===== src/hw/rtl/msi_dm_pkg.sv =====
`timescale 1ns / 1ps
// ----------------------------------------------------------------------------
// msi_dm_pkg
// types and codes shared by the msi direct-mapped l1 cache
// ----------------------------------------------------------------------------
package msi_dm_pkg;

  localparam int TAG_W  = 16;
  localparam int WORD_W = 32;

  typedef enum logic [2:0] {
    CMD_READ            = 3'd0,
    CMD_WRITE           = 3'd1,
    CMD_FILL            = 3'd2,
    CMD_SNOOP_READ_MISS = 3'd3,
    CMD_SNOOP_WRITE_MISS = 3'd4,
    CMD_SNOOP_WRITE_HIT = 3'd5
  } cmd_t;

  typedef enum logic [1:0] {
    COH_I = 2'd0,
    COH_S = 2'd1,
    COH_M = 2'd2
  } coh_t;

  typedef enum logic [1:0] {
    EV_NONE       = 2'd0,
    EV_READ_MISS  = 2'd1,
    EV_WRITE_HIT  = 2'd2,
    EV_WRITE_MISS = 2'd3
  } bus_ev_t;

  typedef enum logic [2:0] {
    ST_CLEAR,
    ST_IDLE,
    ST_MUL,
    ST_SUB,
    ST_READ,
    ST_UPDATE
  } state_t;

  typedef struct packed {
    logic [TAG_W-1:0]  tag;
    logic [WORD_W-1:0] word;
    logic [1:0]        coh;
  } line_t;

endpackage


===== src/hw/rtl/msi_direct_mapped_l1_cache.sv =====
`timescale 1ns / 1ps
// ----------------------------------------------------------------------------
// msi_direct_mapped_l1_cache
// direct-mapped write-through l1 line store with msi snooping
// ----------------------------------------------------------------------------
// Each beat on s_* is one local access or snoop and gives exactly one result
// beat on m_*. An accepted item is reduced to a line index by a reciprocal
// multiply step and a subtract step; the read step corrects the remainder
// and reads the line memory, and the update step writes the line and loads
// the output register. No new item is taken until the current one has left
// its update step; a result waiting on m_tready holds the current item in
// its update step. After reset a clearing pass walks every line of the line
// memory, during which s_tready stays low.
module msi_direct_mapped_l1_cache
  import msi_dm_pkg::*;
#(
  parameter int LINES = 8
) (
  input  logic        clk,
  input  logic        rst,
  input  logic        s_tvalid,
  output logic        s_tready,
  input  logic [47:0] s_tdata,   // address[15:0], data[47:16]
  input  logic [2:0]  s_tuser,   // command[2:0]
  output logic        m_tvalid,
  input  logic        m_tready,
  output logic [87:0] m_tdata    // read_data[31:0], hit[32], bus_event[34:33],
                                 // bus_address[50:35], bus_data[82:51], zero
);

  localparam int IW = (LINES > 1) ? $clog2(LINES) : 1;
  localparam int RW = IW + 1;
  localparam logic [32:0] RECIP = 33'((64'd1 << 32) / LINES);

  state_t state, state_next;

  line_t mem [LINES];
  line_t ent_rd;
  line_t mem_wd;
  logic  mem_we;
  logic [IW-1:0] mem_wa;

  logic [IW-1:0] clr_idx;
  logic [2:0]    cmd;
  logic [15:0]   addr;
  logic [31:0]   data;
  logic [15:0]   quo;
  logic [RW-1:0] rem;
  logic [IW-1:0] idx;
  logic [IW-1:0] idx_rd;
  logic [48:0]   prod;
  logic [16:0]   diff;

  logic          line_hit;
  logic          upd_we;
  line_t         upd_wd;
  logic [31:0]   res_rdata;
  logic          res_hit;
  bus_ev_t       res_ev;
  logic [15:0]   res_baddr;
  logic [31:0]   res_bdata;
  logic          out_free;

  logic [31:0]   read_data;
  logic          hit;
  logic [1:0]    bus_event;
  logic [15:0]   bus_address;
  logic [31:0]   bus_data;

  assign prod     = 49'(addr) * 49'(RECIP);
  assign diff     = 17'(addr) - 17'(quo * 16'(LINES));
  assign idx_rd   = (rem >= RW'(LINES)) ? IW'(rem - RW'(LINES)) : IW'(rem);
  assign out_free = !m_tvalid || m_tready;

  // next state
  always_comb begin
    state_next = state;
    case (state)
      ST_CLEAR:  if (clr_idx == IW'(LINES - 1)) state_next = ST_IDLE;
      ST_IDLE:   if (s_tvalid) state_next = ST_MUL;
      ST_MUL:    state_next = ST_SUB;
      ST_SUB:    state_next = ST_READ;
      ST_READ:   state_next = ST_UPDATE;
      ST_UPDATE: if (out_free) state_next = ST_IDLE;
      default:   state_next = ST_CLEAR;
    endcase
  end

  // control outputs
  always_comb begin
    s_tready = 1'b0;
    mem_we   = 1'b0;
    mem_wa   = idx;
    mem_wd   = upd_wd;
    case (state)
      ST_CLEAR: begin
        mem_we = 1'b1;
        mem_wa = clr_idx;
        mem_wd = '{tag: '0, word: '0, coh: COH_I};
      end
      ST_IDLE:   s_tready = 1'b1;
      ST_UPDATE: mem_we = upd_we && out_free;
      default: ;
    endcase
  end

  // line update and result
  always_comb begin
    line_hit  = (ent_rd.tag == addr) && (ent_rd.coh == COH_S || ent_rd.coh == COH_M);
    upd_we    = 1'b0;
    upd_wd    = ent_rd;
    res_rdata = '1;
    res_hit   = 1'b0;
    res_ev    = EV_NONE;
    res_baddr = '0;
    res_bdata = '0;
    case (cmd)
      CMD_READ: begin
        if (line_hit) begin
          res_rdata = ent_rd.word;
          res_hit   = 1'b1;
        end else begin
          res_ev    = EV_READ_MISS;
          res_baddr = addr;
        end
      end
      CMD_WRITE: begin
        res_hit   = line_hit;
        res_ev    = line_hit ? EV_WRITE_HIT : EV_WRITE_MISS;
        res_baddr = addr;
        res_bdata = data;
        upd_we    = 1'b1;
        upd_wd    = '{tag: addr, word: data, coh: COH_M};
      end
      CMD_FILL: begin
        res_rdata = data;
        upd_we    = 1'b1;
        upd_wd    = '{tag: addr, word: data, coh: COH_S};
      end
      CMD_SNOOP_READ_MISS: begin
        if (ent_rd.tag == addr && ent_rd.coh == COH_M) begin
          upd_we     = 1'b1;
          upd_wd.coh = COH_S;
        end
      end
      CMD_SNOOP_WRITE_MISS, CMD_SNOOP_WRITE_HIT: begin
        if (ent_rd.tag == addr) begin
          upd_we     = 1'b1;
          upd_wd.coh = COH_I;
        end
      end
      default: ;
    endcase
  end

  always_ff @(posedge clk) begin
    if (rst) begin
      state    <= ST_CLEAR;
      clr_idx  <= '0;
      m_tvalid <= 1'b0;
    end else begin
      state <= state_next;
      if (state == ST_CLEAR) clr_idx <= clr_idx + 1'b1;
      if (state == ST_UPDATE && out_free) m_tvalid <= 1'b1;
      else if (m_tready) m_tvalid <= 1'b0;
    end
  end

  always_ff @(posedge clk) begin
    if (s_tvalid && s_tready) begin
      cmd  <= s_tuser;
      addr <= s_tdata[15:0];
      data <= s_tdata[47:16];
    end
    if (state == ST_MUL) quo <= prod[47:32];
    if (state == ST_SUB) rem <= RW'(diff);
    if (state == ST_READ) idx <= idx_rd;
    if (state == ST_UPDATE && out_free) begin
      read_data   <= res_rdata;
      hit         <= res_hit;
      bus_event   <= res_ev;
      bus_address <= res_baddr;
      bus_data    <= res_bdata;
    end
  end

  // line memory
  always_ff @(posedge clk) begin
    if (mem_we) mem[mem_wa] <= mem_wd;
    if (state == ST_READ) ent_rd <= mem[idx_rd];
  end

  assign m_tdata = {5'd0, bus_data, bus_address, bus_event, hit, read_data};

`ifndef SYNTHESIS
  a_no_accept_in_clear: assert property (@(posedge clk) disable iff (rst)
    state == ST_CLEAR |-> !s_tready)
    else $error("input taken during clearing pass");

  a_accept_starts_item: assert property (@(posedge clk) disable iff (rst)
    s_tvalid && s_tready |=> state == ST_MUL)
    else $error("accepted item did not start");

  a_update_stalls: assert property (@(posedge clk) disable iff (rst)
    state == ST_UPDATE && m_tvalid && !m_tready |=> state == ST_UPDATE && m_tvalid)
    else $error("result overwritten while output full");

  a_result_from_update: assert property (@(posedge clk) disable iff (rst)
    $rose(m_tvalid) |-> $past(state) == ST_UPDATE)
    else $error("result appeared outside update");

  a_index_in_range: assert property (@(posedge clk) disable iff (rst)
    state == ST_UPDATE |-> RW'(idx) < RW'(LINES))
    else $error("line index out of range");
`endif

endmodule

===== config.mk =====
export PLATFORM = sky130hd
export DESIGN_NAME = msi_direct_mapped_l1_cache
export DESIGN_NICKNAME = d
export VERILOG_FILES = /design/src/hw/rtl/msi_dm_pkg.sv /design/src/hw/rtl/msi_direct_mapped_l1_cache.sv
export SDC_FILE = /design/constraint.sdc
export NUM_CORES = 1
export LEC_CHECK = 0
export ABC_CLOCK_PERIOD_IN_PS = 18800
export BUFFER_PORTS_ARGS = -buffer_cell sky130_fd_sc_hd__buf_2
export CORE_MARGIN = 3
export CORE_UTILIZATION = 40
export DETAILED_ROUTE_END_ITERATION = 6
export GPL_TIMING_DRIVEN = 0
export SYNTH_ARGS = -nofsm -noshare
export SYNTH_HDL_FRONTEND = slang
export SYNTH_SLANG_ARGS = --single-unit

===== constraint.sdc =====
create_clock -name clk -period 18.8 [get_ports clk]
set_input_delay 3.76 -clock clk [delete_from_list [all_inputs] [get_ports clk]]
set_output_delay 3.76 -clock clk [all_outputs]
set_load 0.005 [all_outputs]

==> results of run 1 <==
-- sequential cells by signal, indices dropped and copies added, names as in the netlist, 2 cells and up --
register     cells
idx              3
bus_event        2
clr_idx          3
addr            16
mem            400
state            3
rem              3
bus_address     16
data            32
ent_rd          50
read_data       32
cmd              3
bus_data        32
-- placed cells by master, fill, tap and decap left out, types with 7 or more instances in the layout --
cell type / Yosys / routed
nor2_4: 0 / 8
nor2_1: 16 / 8
buf_6: 0 / 7
and3_1: 48 / 48
edfxtp_1: 590 / 590
inv_1: 8 / 7
xnor2_1: 17 / 17
mux2_2: 50 / 50
dfxtp_1: 7 / 7
buf_16: 0 / 7
buf_2: 19 / 158
a31oi_1: 7 / 7
clkbuf_16: 0 / 58
bufinv_16: 0 / 11
a21oi_1: 56 / 56
buf_1: 7 / 7
o22a_1: 32 / 32
nand2_1: 107 / 107
mux4_2: 100 / 100
buf_12: 0 / 10
clkbuf_1: 40 / 51
-- worst max path at each step --
| stage | start | end | slack (ns) |
|---|---|---|---|
| floorplan | m_tready | mem[7][0] | 10.11 |
| global placement | m_tready | mem[5][41] | 6.14 |
| detailed placement | m_tready | mem[5][41] | 12.17 |
| CTS | m_tready | mem[5][42] | 12.81 |
| global route | m_tready | mem[5][45] | 12.69 |
| finish | m_tready | mem[5][41] | 12.86 |
-- report_power, final --
part | total, mW | switching, mW | internal, mW
clock | 1.24 | 0.504 | 0.738
combinational | 0.0990 | 0.0588 | 0.0402
sequential | 1.52 | 0.0115 | 1.51
total | 2.86 | 0.574 | 2.29
-- critical path, stage by stage --
cell	delay, ns
buf_2	0.07
nand2b_1	0.17
nand3_1	0.23
inv_4	0.50
a32o_1	0.27
a31oi_2	0.11
nor2_4	0.84
buf_16	0.25
-- layout make-up --
type,instances,area (sq um)
inverters,8,32.5
well taps,756,946
multi-input cells,482,4750
repair buffers,163,1170
clock buffers,73,1550
fillers,4667,29400
plain buffers,72,317
flip-flops and latches,597,17900
clock inverters,35,497
-- layer usage --
metal / up-vias / GRT usage, %
met5: - / 0
met4: 0 / 4.65
met3: 83 / 3.82
met2: 427 / 28.8
met1: 6104 / 24.9
li1: 5100 / -
-- logic make-up (layout without fill, tap and decap cells) --
group | count (synthesis) | count (layout) | share of synthesized area (%)
flops | 597 | 597 | 78.1
simple gates | 199 | 199 | 4.15
mux | 150 | 150 | 12.3
compound gates | 107 | 107 | 3.07
buf+inv | 80 | 351 | 1.52
xor+xnor | 18 | 18 | 0.689
fa+ha+maj | 3 | 3 | 0.164
other cells | 1 | 5 | 0.0164
-- Yosys cell counts, drive strengths merged (3+ instances only) --
library cell    n
edfxtp        590
nand2         107
mux4          100
a21oi          56
mux2           50
and3           48
clkbuf         40
buf            32
o22a           32
xnor2          17
nor2           16
a31oi           8
inv             8
dfxtp           7
nor3            6
nor2b           5
and2            4
nand4           4
o21ai           4
ha              3
nand3           3
nor3b           3
-- through the flow --
| stage | hold WS (ns) | setup slack, ns | cell area, sq um | std cells |
|---|---|---|---|---|
| after floorplan | 0.424 | 10.11 | 22900 | 1159 |
| after global placement | 0.430 | 6.14 | 24500 | 2054 |
| after detailed placement | 0.437 | 12.17 | 25100 | 2078 |
| after CTS | 0.451 | 12.81 | 27100 | 2186 |
| after global routing | 0.472 | 12.69 | 27100 | 2186 |
| final | 0.456 | 12.86 | 27100 | 2186 |
==> run_results.csv, run 1 <==
group,metric,value,unit
grt,grt_max_degree,52,
grt,grt_pass1_wl,78600,um
route,dr_wl_met2,25800,um
grt,overflow,0,
power,power.density,106,mW/mm^2
logic_synthesis,synth_top_area_cell,"edfxtp_1",
route,topRoutingLayerUsed,"met4",
logic_synthesis,yosysTopAreaCellShare,77.5,%
setup_path,r2r_setup_slack,15.14,ns
route,dr_wl_met3,3920,um
cts,cts_tree,"yes",
route,wire_per_inst,24.5,um
cts,cts_sinks,597,
status,status,"finished, final reports clean",
logic_synthesis,synth_cell_type_count,38,
flow_run,cap_viol_max_count,0,
sta,finClkSkew,0.0338,ns
route,routed_wl,53600,um
logic_synthesis,ys.flop_type,"edfxtp_1",
route,vias_per_cell,5.36,
setup_path,critPathMaxFanout,36,
finish,final_nets,1440,
logic_synthesis,postSynthCellCount,1155,
cts,cts.reportedPaths.clkPinSlew,0.06,ns
die,io_pins,145,
cts,clock_latency,0.62,ns
logic_synthesis,ys_warn_count,0,
worst_hold_path,min_to,"idx[0]",
worst_hold_path,hold_path_depth,0,
worst_hold_path,hp-class,"register to register",
route,drc,0,
setup_path,crit_type,"input port to register",
route,ant_nets,0,
cts,cts_setup_buffers,0,
logic_synthesis,synth_area,0.0229,sq mm
logic_synthesis,synth_edf_count,590,
die,die_w,245,um
worst_hold_path,hold_start,"rem[0]",
sta,slew_viol_final,0,
setup_path,cp-start-kind,"input port",
power,total_power,2.86,mW
logic_synthesis,avgSynthCellArea,19.8,sq um
finish,fin_util,48.0,%
grt,grt_pass1_vias,11999,
route,drt_iter0_drc,1136,
finish,drive_above_1_share,31.0,%
place,dpl.hpwl,32400,um
setup_path,r2r-end,"mem[2][47]",
die,initial_core_util,40.5,%
sta,worst_slew_pin_slew,1.02,ns
sta,final-setup-viol-count,0,
setup_path,ff2ff_path_depth,6,
power,irDropWorstVdd,0.0826,mV
route,vias,11714,
die,core,0.0565,sq mm
logic_synthesis,async_flop_share,0,%
sta,min_period,5.94,ns
cts,clockBufferDepth,3,
die,fp-row-count,87,
place,portBuffers,139,
logic_synthesis,synthTopCellsByArea,"edfxtp_1 (77%), mux4_2 (9.8%), mux2_2 (2.5%)",
cts,numCtsBuffers,58,
setup_path,crit_arrival,6.24,ns
setup_path,crit_required,19.10,ns
route,dr.pass1.iters,5,
sta,post-route-period-util,31.6,%
sta,fmax,0.168,GHz
sta,tns,0,ns
finish,diodes,0,
logic_synthesis,synth-seq-area-share,78.1,%
logic_synthesis,synth-seq-cells,597,
setup_path,reg2reg_from,"addr[0]",
cts,cts_hold_buffers,0,
finish,area_growth_syn_to_layout,18.6,%
cts,cts_resized,0,
place,gp_congestion,0.734,
die,die_area,0.0601,sq mm
cts,cts_root_buf,"clkbuf_16",
sta,rsz0062_at_grt,"false",
sta,slew_headroom,31.8,%
die,die_h,245,um
cts,htreeDepth,2,
sta,hold_viol,0,
power,p_leak,9.06,nW
grt,antenna_found_initial,1,
grt,track_usage,17.9,%
setup_path,end_kind,"register",
route,m1WireLength,22700,um
Power figures use the tool's default switching activity.
==> run 2: changes to the inputs <==
- ABC_AREA: unset -> 1
- ABC_CLOCK_PERIOD_IN_PS: 18800 -> 5140
- clock period: 18.8 -> 5.14 ns (I/O delays scaled with it)
==> run 2 against run 1 <==
Compared with the run above: die area is 2.5% higher; critical path type is now register to register; clock-buffer cell count increased by 1; cell area up 1.7%; sequential power rose to 3.8 times the previous value; wire length grew 19%; power rose to 3.8 times the previous value.
==> run_results.csv, run 2 <==
group,metric,value,unit
sta,hold_viol,0,
route,drt_iter0_drc,1706,
logic_synthesis,postSynthCellCount,1801,
logic_synthesis,synth_most_common_cell,"edfxtp_1",
route,routed_wl,63500,um
cts,cts_sinks,597,
setup_path,reg2reg_from,"addr[4]",
grt,antenna_found_initial,2,
cts,htreeDepth,2,
setup_path,ff2ff_path_depth,14,
cts,cts_setup_buffers,0,
grt,grt_max_degree,32,
place,dpl.hpwl,42100,um
logic_synthesis,synth_top_area_cell,"edfxtp_1",
cts,cts_hold_buffers,0,
finish,final_cell_mix,"edfxtp_1 (590), nor2_1 (423), o21ai_0 (240), buf_2 (168), inv_1 (82)",
cts,clockBufferDepth,3,
worst_hold_path,hold_path_depth,2,
sta,final-setup-viol-count,0,
logic_synthesis,ys_warn_count,0,
cts,cts_resized,0,
die,die_h,248,um
finish,layout_commonest_cell,"edfxtp_1",
status,status,"finished, final reports clean",
logic_synthesis,synth_cell_type_count,37,
power,p_leak,9.70,nW
place,portBuffers,139,
die,core,0.0579,sq mm
sta,min_period,3.08,ns
die,initial_core_util,40.5,%
sta,rsz0062_at_grt,"false",
power,irDropWorstVdd,0.271,mV
setup_path,crit_type,"register to register",
die,die_w,248,um
place,dpl_worst_slack,1.98,ns
logic_synthesis,synthTopCellsByArea,"edfxtp_1 (76%), nor2_1 (6.9%), o21ai_0 (5.1%)",
finish,n_fill_cell,5149,
setup_path,r2r-end,"mem[0][48]",
finish,fin_cells,2843,
worst_hold_path,hold_start,"clr_idx[1]",
grt,track_usage,20.3,%
logic_synthesis,synth-seq-cells,597,
setup_path,end_kind,"register",
cts,cts_root_buf,"clkbuf_16",
cts,clock_latency,0.63,ns
finish,largest-register,"mem",
logic_synthesis,synth_common_cells,"edfxtp_1 (590), nor2_1 (433), o21ai_0 (240)",
logic_synthesis,synth-seq-area-share,76.1,%
route,drc,0,
power,power.density,390,mW/mm^2
finish,reg_top3,"mem (400), ent_rd (50)",
finish,area_growth_syn_to_layout,17.5,%
setup_path,critPathMaxFanout,20,
setup_path,crit_required,5.46,ns
setup_path,cp-start-kind,"register",
place,dp.cells,2730,
flow_run,cap_viol_max_count,0,
logic_synthesis,avgSynthCellArea,13.0,sq um
route,ant_nets,0,
setup_path,r2r_setup_slack,2.06,ns
grt,grt_pass1_wl,92500,um
finish,largest_reg_flops,400,
logic_synthesis,ys.flop_type,"edfxtp_1",
sta,post-route-period-util,60.0,%
logic_synthesis,synth_edf_count,590,
sta,fmax,0.324,GHz
finish,final_nets,2084,
die,die_area,0.0616,sq mm
logic_synthesis,yosysTopAreaCellShare,75.5,%
cts,cts.reportedPaths.clkPinSlew,0.06,ns
setup_path,crit_arrival,3.41,ns
sta,slew_headroom,41.8,%
route,dr.pass1.iters,5,
sta,slew_viol_final,0,
die,io_pins,145,
die,fp-row-count,88,
cts,cts_tree,"yes",
grt,grt_pass1_vias,15004,
route,vias,15192,
worst_hold_path,min_to,"clr_idx[1]",
grt,overflow,0,
cts,numCtsBuffers,59,
route,vias_per_cell,5.34,
finish,drive_above_1_share,16.4,%
place,gp_congestion,0.816,
logic_synthesis,async_flop_share,0,%
worst_hold_path,hp-class,"register to register",
sta,fin_ws,2.06,ns
route,wire_per_inst,22.3,um
sta,worst_slew_pin_slew,0.871,ns
sta,finClkSkew,0.0191,ns
logic_synthesis,synth_area,0.0235,sq mm
run 2: cell families (layout without fill, tap and decap cells):
group	after synthesis	in the layout	share of synthesized area, %
AOI/OAI and AO/OA	443	443	10.4
adders and majority gates	3	3	0.160
buffers and inverters	212	484	3.80
DFF	597	597	76.1
muxes	1	1	0.0427
other	1	6	0.0160
and+or+nand+nor	544	544	9.44
run 2: final cells by class:
cell class	instances	area, sq um	area share (%)
Antenna cell	1	2.50	0.00907
Buffer	110	507	1.84
Clock inverter	38	345	1.25
Sequential cell	597	17900	64.7
Clock buffer	74	1550	5.63
Multi-Input combinational cell	996	4800	17.4
Inverter	102	385	1.40
Tap cell	765	957	3.47
Timing Repair Buffer	160	1170	4.24
run 2: metal layers:
metal | vias up | track usage, % | wire, um
met4 | 0 | 9.35 | 2530
met1 | 7501 | 26.8 | 26200
met3 | 147 | 2.58 | 3880
met2 | 605 | 33.8 | 30900
li1 | 6939 | - | -
met5 | - | 0 | 0
run 2: worst max-delay path, cell delays in order, from the launching register on:
cell,delay (ns)
edfxtp_1,0.41
inv_1,0.12
nand2_1,0.07
nand2_1,0.06
nor2_1,0.18
nand2_1,0.14
nor2_4,0.15
nand2_4,0.09
a21oi_2,0.15
nand3_1,0.10
nand2_2,0.10
nand2_2,0.12
nor2_4,0.63
buf_16,0.24
buf_16,0.19
run 2: stage by stage:
stage / setup TNS (ns) / util [%] / power, mW / instance area [sq um] / hold slack, ns
after CTS: 0 / 47.6 / 10.8 / 27600 / 0.489
after global placement: -629.15 / 43.4 / 6.47 / 25100 / 0.441
final: 0 / 47.6 / 10.7 / 27600 / 0.489
after detailed placement: 0 / 44.3 / 6.58 / 25700 / 0.474
after global routing: 0 / 47.6 / 11.1 / 27600 / 0.519
after floorplan: 0 / - / 6.24 / 23500 / 0.426
run 2: power breakdown:
group | switching, mW | leakage (nW) | internal (mW)
Combinational | 0.434 | 3.20 | 0.191
Clock | 1.83 | 0.925 | 2.44
Sequential | 0.0861 | 5.57 | 5.77
Total | 2.35 | 9.70 | 8.40
run 2: worst max path at each step:
| stage | startpoint | end | cells past startpoint |
|---|---|---|---|
| floorplan | m_tready | bus_address[0] | 2 |
| global placement | m_tready | bus_data[10] | 3 |
| detailed placement | m_tready | mem[0][48] | 9 |
| CTS | addr[4] | mem[0][26] | 14 |
| global route | addr[4] | mem[0][29] | 14 |
| finish | addr[4] | mem[0][48] | 14 |
==> run 3: changes to the inputs <==
- ABC_CLOCK_PERIOD_IN_PS: 5140 -> 2700
- clock period: 5.14 -> 2.7 ns (I/O delays scaled with it)
==> run 3 against run 2 <==
Compared with the run above: setup slack worse by 2.0 ns; wire length down 0.61%; utilization up 0.68 points; first-iteration DRC count up 1.6%; worst hold slack worse by 0.42 ns; via count up 1.1%; clock-buffer cell count down 1; register-to-register slack worse by 2.0 ns; non-clock buffer count up 21; sequential power up 90%; critical endpoint is now mem[0][30].
==> run_results.csv, run 3 (synthesis results as in run 2) <==
group,metric,value,unit
status,status,"finished, final reports clean",
sta,post-route-period-util,96.8,%
sta,min_period,2.61,ns
flow_run,cap_viol_max_count,0,
die,initial_core_util,40.5,%
sta,slew_viol_final,0,
cts,cts.reportedPaths.clkPinSlew,0.06,ns
route,dr.pass1.iters,5,
setup_path,worstPathCellList,"nand3_2 -> nand2_2 -> buf_2 -> o21ai_0 -> a21oi_1",
place,dpl_cell_area,0.0257,sq mm
setup_path,crit_required,3.05,ns
place,gp_congestion,0.797,
cts,cts_root_buf,"clkbuf_16",
finish,reg_top3,"mem (400), ent_rd (50)",
setup_path,r2r_setup_slack,0.09,ns
cts,cts_tree,"yes",
sta,finClkSkew,0.0238,ns
die,io_pins,145,
finish,largest-register,"mem",
setup_path,critPathMaxFanout,10,
die,die_w,248,um
finish,final_cell_mix,"edfxtp_1 (590), nor2_1 (420), o21ai_0 (240), buf_2 (169), inv_1 (81)",
cts,cts_sinks,597,
power,total_power,20.1,mW
setup_path,crit_arrival,2.96,ns
power,p_leak,9.80,nW
cts,htreeDepth,2,
grt,track_usage,20.3,%
finish,drive_above_1_share,19.0,%
sta,fin_ws,0.0861,ns
sta,fmax,0.383,GHz
route,dr_wl_met3,5140,um
sta,slew_headroom,36.9,%
die,fp-row-count,88,
finish,layout_commonest_cell,"edfxtp_1",
route,ant_nets,0,
route,drc,0,
place,dp.cells,2730,
cts,numCtsBuffers,58,
finish,final_nets,2106,
route,vias,15363,
die,core,0.0579,sq mm
worst_hold_path,hold_start,"s_tdata[46]",
finish,fin_cells,2861,
grt,antenna_found_initial,2,
grt,grt_pass1_vias,15110,
setup_path,end_kind,"register",
power,power.density,719,mW/mm^2
finish,design_area,0.0280,sq mm
setup_path,crit_type,"register to register",
grt,overflow,0,
setup_path,r2r-end,"mem[0][30]",
route,wire_per_inst,22.1,um
place,portBuffers,139,
grt,grt_pass1_wl,92800,um
cts,clockBufferDepth,3,
sta,worst_slew_pin_slew,0.944,ns
route,routed_wl,63100,um
route,dr_wl_met2,31000,um
power,irDropWorstVdd,0.547,mV
setup_path,cp-start-kind,"register",
route,drt_iter0_drc,1734,
sta,final-setup-viol-count,0,
die,die_h,248,um
worst_hold_path,hold_path_depth,1,
finish,largest_reg_flops,400,
route,vias_per_cell,5.37,
worst_hold_path,hp-class,"input port to register",
sta,hold_viol,0,
place,dpl_worst_slack,-0.402,ns
finish,area_growth_syn_to_layout,19.2,%
finish,n_fill_cell,5093,
worst_hold_path,min_to,"data[30]",
route,topRoutingLayerUsed,"met4",
die,die_area,0.0616,sq mm
route,m1WireLength,24800,um
place,dpl.hpwl,41100,um
setup_path,slowest_delay,0.55,ns
cts,clock_latency,0.64,ns
setup_path,reg2reg_from,"cmd[0]",
setup_path,ff2ff_path_depth,5,
sta,rsz0062_at_grt,"true",
sta,tns,0,ns
grt,grt_max_degree,37,
setup_path,crit_slowest_cell,"edfxtp_1",
==> run 3: cell count changes in the layout (fill, tap and decap cells not counted), moves of 3 or more <==
cell       change
a21oi_4        +3
a21oi_1       -36
a21oi_2       +33
bufinv_16      -4
nand2_4        +3
nor2_1         -3
clkinv_2       -4
nor2_2         +3
buf_16         +3
buf_4         +12
==> run 3: stage by stage <==
step	util, %	hold WS (ns)
floorplan	-	0.426
global placement	43.4	0.441
detailed placement	44.4	0.441
CTS	48.0	0.0321
global route	48.3	0.0414
finish	48.3	0.0743
==> run 3: power breakdown <==
part           switching [mW]  total, mW  internal (mW)  leakage (nW)
Clock                    3.42       7.58           4.16         0.856
Sequential              0.158       11.1           11.0          5.57
Combinational           0.926       1.41          0.480          3.37
==> run 3: worst max-delay path by stage <==
| stage | startpoint | end | slack [ns] | cells past startpoint |
|---|---|---|---|---|
| after floorplan | ent_rd[49] | mem[6][0] | -0.32 | 11 |
| after global placement | addr[4] | mem[4][44] | -2.03 | 12 |
| after detailed placement | addr[4] | mem[0][42] | -0.40 | 14 |
| after CTS | cmd[0] | mem[2][5] | -0.13 | 5 |
| after global routing | addr[4] | mem[1][26] | -0.02 | 14 |
| final | cmd[0] | mem[0][30] | 0.09 | 5 |
==> run 3: critical path, delay by kind of cell (launching register included) <==
| kind | cells | cell delay, ns |
|---|---|---|
| buffers and inverters | 1 | 0.34 |
| AOI/OAI and AO/OA | 2 | 0.64 |
| and+or+nand+nor | 2 | 0.79 |
| DFF | 1 | 0.55 |
==> run 3: cell type report <==
type,count,area (sq um),share of cell area (%)
Clock buffer,73,1510,5.39
Inverter,102,385,1.38
Timing Repair Buffer,181,1490,5.32
Multi-Input combinational cell,998,5010,17.9
Buffer,110,509,1.82
Clock inverter,34,254,0.908
Tap cell,765,957,3.42
Antenna cell,1,2.50,0.00894
Sequential cell,597,17900,63.8
==> run 3: layer usage <==
layer / up-vias / GRT usage [%]
met2: 700 / 34.1
met1: 7543 / 26.5
met5: - / 0
met4: 0 / 7.70
li1: 6980 / -
met3: 140 / 3.62
==> run 3: timing repair <==
action                                 in CTS  in global routing
pin swaps                                   6                  7
endpoints found under the hold margin       0                  0
hold buffers                                0                  0
buffers inserted                           13                  6
gates cloned                                3                  2
gates resized for setup                    22                 34
setup endpoints to repair                 491                510
